[config.mk]
export PLATFORM = sky130hd
export DESIGN_NAME = move_to_front_lru_list_top
export DESIGN_NICKNAME = d
export VERILOG_FILES = /design/src/rtl/core/mtflru_pkg.sv /design/src/rtl/core/mtflru_dp.sv /design/src/rtl/core/mtflru_ctrl.sv /design/src/rtl/core/move_to_front_lru_list_top.sv
export SDC_FILE = /design/constraint.sdc
export NUM_CORES = 1
export LEC_CHECK = 0
export BUFFER_PORTS_ARGS = -buffer_cell sky130_fd_sc_hd__clkbuf_2
export CAP_MARGIN = 0
export CORE_ASPECT_RATIO = 0.8
export CORE_UTILIZATION = 50
export DETAILED_ROUTE_END_ITERATION = 8
export PLACE_DENSITY = 0.72
export SYNTH_ARGS = -nofsm -noshare
export SYNTH_HDL_FRONTEND = slang
export SYNTH_SLANG_ARGS = --single-unit
export TNS_END_PERCENT = 100
[constraint.sdc]
create_clock -name clk -period 12 [get_ports clk]
set_input_delay 1.2 -clock clk [delete_from_list [all_inputs] [get_ports clk]]
set_output_delay 1.2 -clock clk [all_outputs]
set_load 0.1 [all_outputs]
[src/rtl/core/mtflru_pkg.sv]
// package for the move-to-front recency list
// types, constants and control structs shared by all rtl/core modules
`default_nettype none

package mtflru_pkg;

  localparam int DepthDefault = 16;
  localparam int KeyW         = 31;

  // request codes
  localparam logic ReqAccess = 1'b0;
  localparam logic ReqDump   = 1'b1;

  typedef struct packed {
    logic            req_type;
    logic [KeyW-1:0] key;
  } in_item_t;

  typedef struct packed {
    logic [KeyW-1:0] item_value;
    logic            item_valid;
    logic            last;
  } out_item_t;

  // controller to datapath
  typedef struct packed {
    logic do_access;
    logic do_rotate;
    logic load_entry;
    logic load_term;
  } dp_cmd_t;

  // datapath to controller
  typedef struct packed {
    logic front_used;
  } dp_status_t;

endpackage : mtflru_pkg

`default_nettype wire

[src/rtl/core/mtflru_dp.sv]
// datapath: slot registers, parallel search and shift, output payload
// depends on mtflru_pkg
`default_nettype none

module mtflru_dp
  import mtflru_pkg::*;
#(
  parameter int DEPTH = DepthDefault
) (
  input  wire logic            clk,
  input  wire logic            rst_n,
  input  wire dp_cmd_t         cmd,
  input  wire logic [KeyW-1:0] key,
  output dp_status_t           status,
  output out_item_t            out_item
);

  logic [KeyW-1:0] slot_key_r   [DEPTH];
  logic [KeyW-1:0] slot_key_nxt [DEPTH];
  logic [DEPTH-1:0] slot_used_r;
  logic [DEPTH-1:0] slot_used_nxt;
  logic [DEPTH-1:0] cont;
  logic [DEPTH-1:0] shift_en;
  out_item_t        out_item_r;
  out_item_t        out_item_nxt;

  // a slot lets the search pass when it is used and does not match
  always_comb begin
    for (int m = 0; m < DEPTH; m++) begin
      cont[m] = slot_used_r[m] && (slot_key_r[m] != key);
    end
  end

  // slot j takes slot j-1 when every slot ahead of it let the search pass
  always_comb begin
    logic [DEPTH-1:0] ahead;
    for (int j = 0; j < DEPTH; j++) begin
      for (int m = 0; m < DEPTH; m++) begin
        ahead[m] = (m < j);
      end
      shift_en[j] = &(cont | ~ahead);
    end
  end

  // next slot contents: access shifts and inserts, rotate walks the list
  always_comb begin
    for (int j = 0; j < DEPTH; j++) begin
      slot_key_nxt[j]  = slot_key_r[j];
      slot_used_nxt[j] = slot_used_r[j];
    end
    if (cmd.do_access) begin
      slot_key_nxt[0]  = key;
      slot_used_nxt[0] = 1'b1;
      for (int j = 1; j < DEPTH; j++) begin
        if (shift_en[j]) begin
          slot_key_nxt[j]  = slot_key_r[j-1];
          slot_used_nxt[j] = slot_used_r[j-1];
        end
      end
    end else if (cmd.do_rotate) begin
      for (int j = 0; j < DEPTH; j++) begin
        slot_key_nxt[j]  = slot_key_r[(j == DEPTH-1) ? 0 : j+1];
        slot_used_nxt[j] = slot_used_r[(j == DEPTH-1) ? 0 : j+1];
      end
    end
  end

  // output payload
  always_comb begin
    out_item_nxt = out_item_r;
    if (cmd.load_entry) begin
      out_item_nxt.item_value = slot_key_r[0];
      out_item_nxt.item_valid = 1'b1;
      out_item_nxt.last       = 1'b0;
    end else if (cmd.load_term) begin
      out_item_nxt.item_value = '0;
      out_item_nxt.item_valid = 1'b0;
      out_item_nxt.last       = 1'b1;
    end
  end

  // used bits are control state
  always_ff @(posedge clk) begin
    if (!rst_n) begin
      slot_used_r <= '0;
    end else begin
      slot_used_r <= slot_used_nxt;
    end
  end

  // payload registers
  always_ff @(posedge clk) begin
    for (int j = 0; j < DEPTH; j++) begin
      slot_key_r[j] <= slot_key_nxt[j];
    end
    out_item_r <= out_item_nxt;
  end

  assign status.front_used = slot_used_r[0];
  assign out_item          = out_item_r;

endmodule : mtflru_dp

`default_nettype wire

[src/rtl/core/mtflru_ctrl.sv]
// controller: request decode, dump sequencing, output valid
// depends on mtflru_pkg
`default_nettype none

module mtflru_ctrl
  import mtflru_pkg::*;
#(
  parameter int DEPTH = DepthDefault
) (
  input  wire logic       clk,
  input  wire logic       rst_n,
  input  wire logic       in_valid,
  input  wire logic       in_req_type,
  output logic            in_ready,
  output logic            out_valid,
  input  wire logic       out_ready,
  input  wire dp_status_t status,
  output dp_cmd_t         cmd
);

  localparam int CntW = $clog2(DEPTH + 1);

  typedef enum logic {
    ST_IDLE,
    ST_DUMP
  } state_t;

  state_t          state_r, state_nxt;
  logic [CntW-1:0] cnt_r, cnt_nxt;
  logic            out_valid_r, out_valid_nxt;
  logic            out_free;
  logic            in_fire;

  assign in_ready = (state_r == ST_IDLE);
  assign in_fire  = in_valid && in_ready;
  assign out_free = !out_valid_r || out_ready;

  // next state and commands
  always_comb begin
    state_nxt     = state_r;
    cnt_nxt       = cnt_r;
    out_valid_nxt = out_valid_r && !out_ready;
    cmd           = '0;
    case (state_r)
      ST_IDLE: begin
        if (in_fire) begin
          if (in_req_type == ReqDump) begin
            state_nxt = ST_DUMP;
            cnt_nxt   = '0;
          end else begin
            cmd.do_access = 1'b1;
          end
        end
      end
      ST_DUMP: begin
        // one rotation per step; after a full turn the list is back in place
        if (out_free) begin
          if (cnt_r == CntW'(DEPTH)) begin
            cmd.load_term = 1'b1;
            out_valid_nxt = 1'b1;
            state_nxt     = ST_IDLE;
          end else begin
            cmd.do_rotate = 1'b1;
            cnt_nxt       = cnt_r + 1'b1;
            if (status.front_used) begin
              cmd.load_entry = 1'b1;
              out_valid_nxt  = 1'b1;
            end
          end
        end
      end
      default: begin
        state_nxt = ST_IDLE;
      end
    endcase
  end

  // state and registered outputs
  always_ff @(posedge clk) begin
    if (!rst_n) begin
      state_r     <= ST_IDLE;
      cnt_r       <= '0;
      out_valid_r <= 1'b0;
    end else begin
      state_r     <= state_nxt;
      cnt_r       <= cnt_nxt;
      out_valid_r <= out_valid_nxt;
    end
  end

  assign out_valid = out_valid_r;

endmodule : mtflru_ctrl

`default_nettype wire

[src/rtl/core/move_to_front_lru_list_top.sv]
// move-to-front recency list: access moves a key to the front, dump emits the list
// access: a new item each cycle while no dump is in progress; no result
// dump: one rotation step per slot, then the terminator, each step held while the
//   output is stalled; the key of each used slot is emitted as an entry, then the
//   terminator (the only result for an empty list)
// reset (synchronous, rst_n low): list empty, controller idle, no result pending
`default_nettype none

module move_to_front_lru_list_top
  import mtflru_pkg::*;
#(
  parameter int DEPTH = DepthDefault
) (
  input  wire logic      clk,
  input  wire logic      rst_n,
  input  wire logic      in_valid,
  output logic           in_ready,
  input  wire in_item_t  in_data,
  output logic           out_valid,
  input  wire logic      out_ready,
  output out_item_t      out_data
);

  dp_cmd_t    cmd;
  dp_status_t status;

  mtflru_ctrl #(
    .DEPTH(DEPTH)
  ) u_ctrl (
    .clk        (clk),
    .rst_n      (rst_n),
    .in_valid   (in_valid),
    .in_req_type(in_data.req_type),
    .in_ready   (in_ready),
    .out_valid  (out_valid),
    .out_ready  (out_ready),
    .status     (status),
    .cmd        (cmd)
  );

  mtflru_dp #(
    .DEPTH(DEPTH)
  ) u_dp (
    .clk     (clk),
    .rst_n   (rst_n),
    .cmd     (cmd),
    .key     (in_data.key),
    .status  (status),
    .out_item(out_data)
  );

endmodule : move_to_front_lru_list_top

`default_nettype wire
==> flow_summary.toml <==
[synthesis]
synth.distinct_cells = 44
synth_area_um2 = 29100
synth-main-ff-cell = "edfxtp_1"
synth_edf_count = 527
synth_cells = 3014
synth_compound_area_frac = 0.0140
syn-mean-instance-area_um2 = 9.67
ys_ff_latch = 552
synth_top_family_by_area = "simple AND/OR/NAND/NOR gates"
synth_seq_area_share = 0.560
synth_adder_area_share = 0.000859
synthArstFlopShare = 0
synthXorXnorAreaFrac = 0.141
synthMuxAreaShare = 0.00275
syn_nets = 3052
ys_warn_count = 0
yosys.area_share.simple = 0.242

[timing]
worstMarginPinSlew_ns = 1.32
clock_skew_ns = 0.0261
setup-violations-final = 0
slew_headroom = 0.117
hold_violations = 0
rsz0062_at_grt = "no"
fmax_ghz = 0.232
timing.final.crit_share = 0.359
fin_tns_setup_ns = 0
slew_violations = 0
finalCriticalPeriod_ns = 4.31

[route]
ant_nets = 0
via_per_inst = 6.08
drt-pass1-iter-count = 6
drc = 0
totalWireLength_mm = 99.9
vias = 23100
drt_iter0_drc = 4129
detail_route.wl_per_cell_um = 26.3

[clock_network]
cts_resized = 0
htree_levels = 2
numCtsBuffers = 54
clock-sinks = 552
holdBufCountCts = 0
tritoncts = "done"
clkLatencyLatePin_ns = 0.64
clk_path_buf_depth = 3
clk_pin_slew_worst_paths_ns = 0.06
root_buffer = "clkbuf_16"
post-cts-setup-buffer-count = 0

[global_routing]
grt_start_max_net_pins = 259
grt_pass1_wl_mm = 144
antenna_found_initial = 1
grt_overflow_total = 0
grt_pass1_vias = 21500
grt_usage = 0.334

[flow_run]
timing.max_cap.violations = 0

[die]
fp-row-count = 78
core_um2 = 57100
dieWidth_um = 272
chipHeight_um = 218
die_area_um2 = 59300
ios = 71
start_util = 0.510

[placed_design]
dp_cells = 3697
place_congestion = 0.979
post-dp-hpwl_mm = 68.1
io_buffers = 70

[setup_path]
criticalPathCategory = "input port to flip-flop"
rrSetupSlack_ns = 7.99
cp.arrival_ns = 4.59
worst_setup_path_end_kind = "flip-flop"
startpoint = "in_data[8]"
r2r-start = "u_ctrl.state_r"
cp_max_fo = 32
startpoint_type = "input port"
cp.required_ns = 12.28

[power]
leakage_nw = 13.0
ir_drop_mv = 0.140
power_density_nw_per_um2 = 148

[layout]
area_delta_synth_final_pct = 7.87
final_nets = 3031
instances_no_fill = 3799
nFillCells = 4988
drive_gt1_frac = 0.0708
ff_latch_area_um2 = 16300
multiInputGateArea_um2 = 11800

[hold_path]
hp-start = "u_dp.out_item[1]"
hp-class = "flip-flop to flip-flop"

[outcome]
status = "finished clean"
registers in the layout, indices dropped and copies added (netlist names):
signal / cells
u_ctrl.cnt_r: 5
u_ctrl.out_valid: 1
u_ctrl.state_r: 1
u_dp.out_item: 33
u_dp.slot_key_r: 496
u_dp.slot_used_r: 16
Yosys cell counts (3+ instances only):
cell	count	share of area
nand2_1	1520	0.20
edfxtp_1	527	0.54
xor2_1	285	0.086
xnor2_1	184	0.055
clkbuf_1	121	0.016
nor4_1	73	0.016
nand4_1	64	0.014
buf_6	33	0.013
and3_1	32	0.0069
nor2_1	27	0.0035
buf_4	25	0.0064
dfxtp_1	25	0.017
o21ai_0	9	0.0015
o41ai_1	9	0.0027
mux2i_1	8	0.0027
inv_1	7	0.00090
nand3_1	7	0.0012
o41ai_2	5	0.0028
or3_1	5	0.0011
a21oi_1	4	0.00069
a311oi_1	4	0.0012
buf_8	4	0.0021
nor3_1	4	0.00069
a211oi_1	3	0.00077
buf_1	3	0.00039
o211a_1	3	0.0010
o31ai_1	3	0.00077
critical path, cell delays in order:
cell and delay (ns):
clkbuf_2 0.70, xor2_1 0.24, nor4_1 0.11, nand4_2 0.13, o211ai_4 0.15, nor4_4 0.70
nand2_2 0.40, o41ai_4 0.42, buf_4 0.48
layout make-up:
cell class | count | share of cell area
flip-flops and latches | 552 | 0.519
diodes | 1 | 0.0000796
clock buffers | 65 | 0.0443
multi-input cells | 2266 | 0.374
clock inverters | 36 | 0.00935
inverters | 8 | 0.000955
repair buffers | 111 | 0.0213
well taps | 760 | 0.0302
where the power goes:
part,internal (mW),switching [mW],total [mW]
Combinational,0.176,0.387,0.562
Sequential,2.26,0.159,2.42
Clock,0.914,0.768,1.68
logic make-up (layout without fill, tap and decap cells):
| logic type | after synthesis | in the layout |
|---|---|---|
| compound gates | 46 | 46 |
| xor+xnor | 469 | 469 |
| fa+ha+maj | 2 | 2 |
| buf+inv | 196 | 220 |
| flops | 552 | 552 |
| mux | 8 | 8 |
| other cells | 0 | 1 |
| simple gates | 1741 | 1741 |
placed cells by master (no fill, tap or decap), drive strengths merged, types with 9 or more instances in the layout:
master	count
nand2	1521
edfxtp	527
xor2	285
xnor2	184
clkbuf	135
nor4	75
nand4	66
buf	41
and3	32
nor2	27
clkinv	27
dfxtp	25
o41ai	14
inv	10
o21ai	9
through the flow:
step           worst slack (ns)  utilization  hold slack [ns]  power (mW)  cell area, um2
2_1_floorplan              5.67            -            0.435        2.78           29100
3_3_place_gp               7.28        0.521            0.446        2.97           29800
3_5_place_dp               7.20        0.521            0.462        2.99           29800
4_1_cts                    7.85        0.551            0.480        4.63           31400
5_1_grt                    7.61        0.551            0.512        4.78           31400
6_report                   7.69        0.551            0.482        4.66           31400
routing by layer:
layer,up-vias,GRT usage,wire length (um)
li1,9871,-,-
met1,11100,0.495,40100
met2,1920,0.442,38800
met3,243,0.119,17200
met4,0,0.119,3810
met5,-,0,0
worst paths after layout:
kind,cells after the start,endpoint
setup / recovery,9,u_dp.slot_key_r[1][242]
hold / removal,2,u_dp.out_item[1]
setup reg to reg,7,u_dp.slot_key_r[1][242]
hold reg to reg,2,u_dp.out_item[1]
Note: power is estimated with default switching activity, not from simulation.
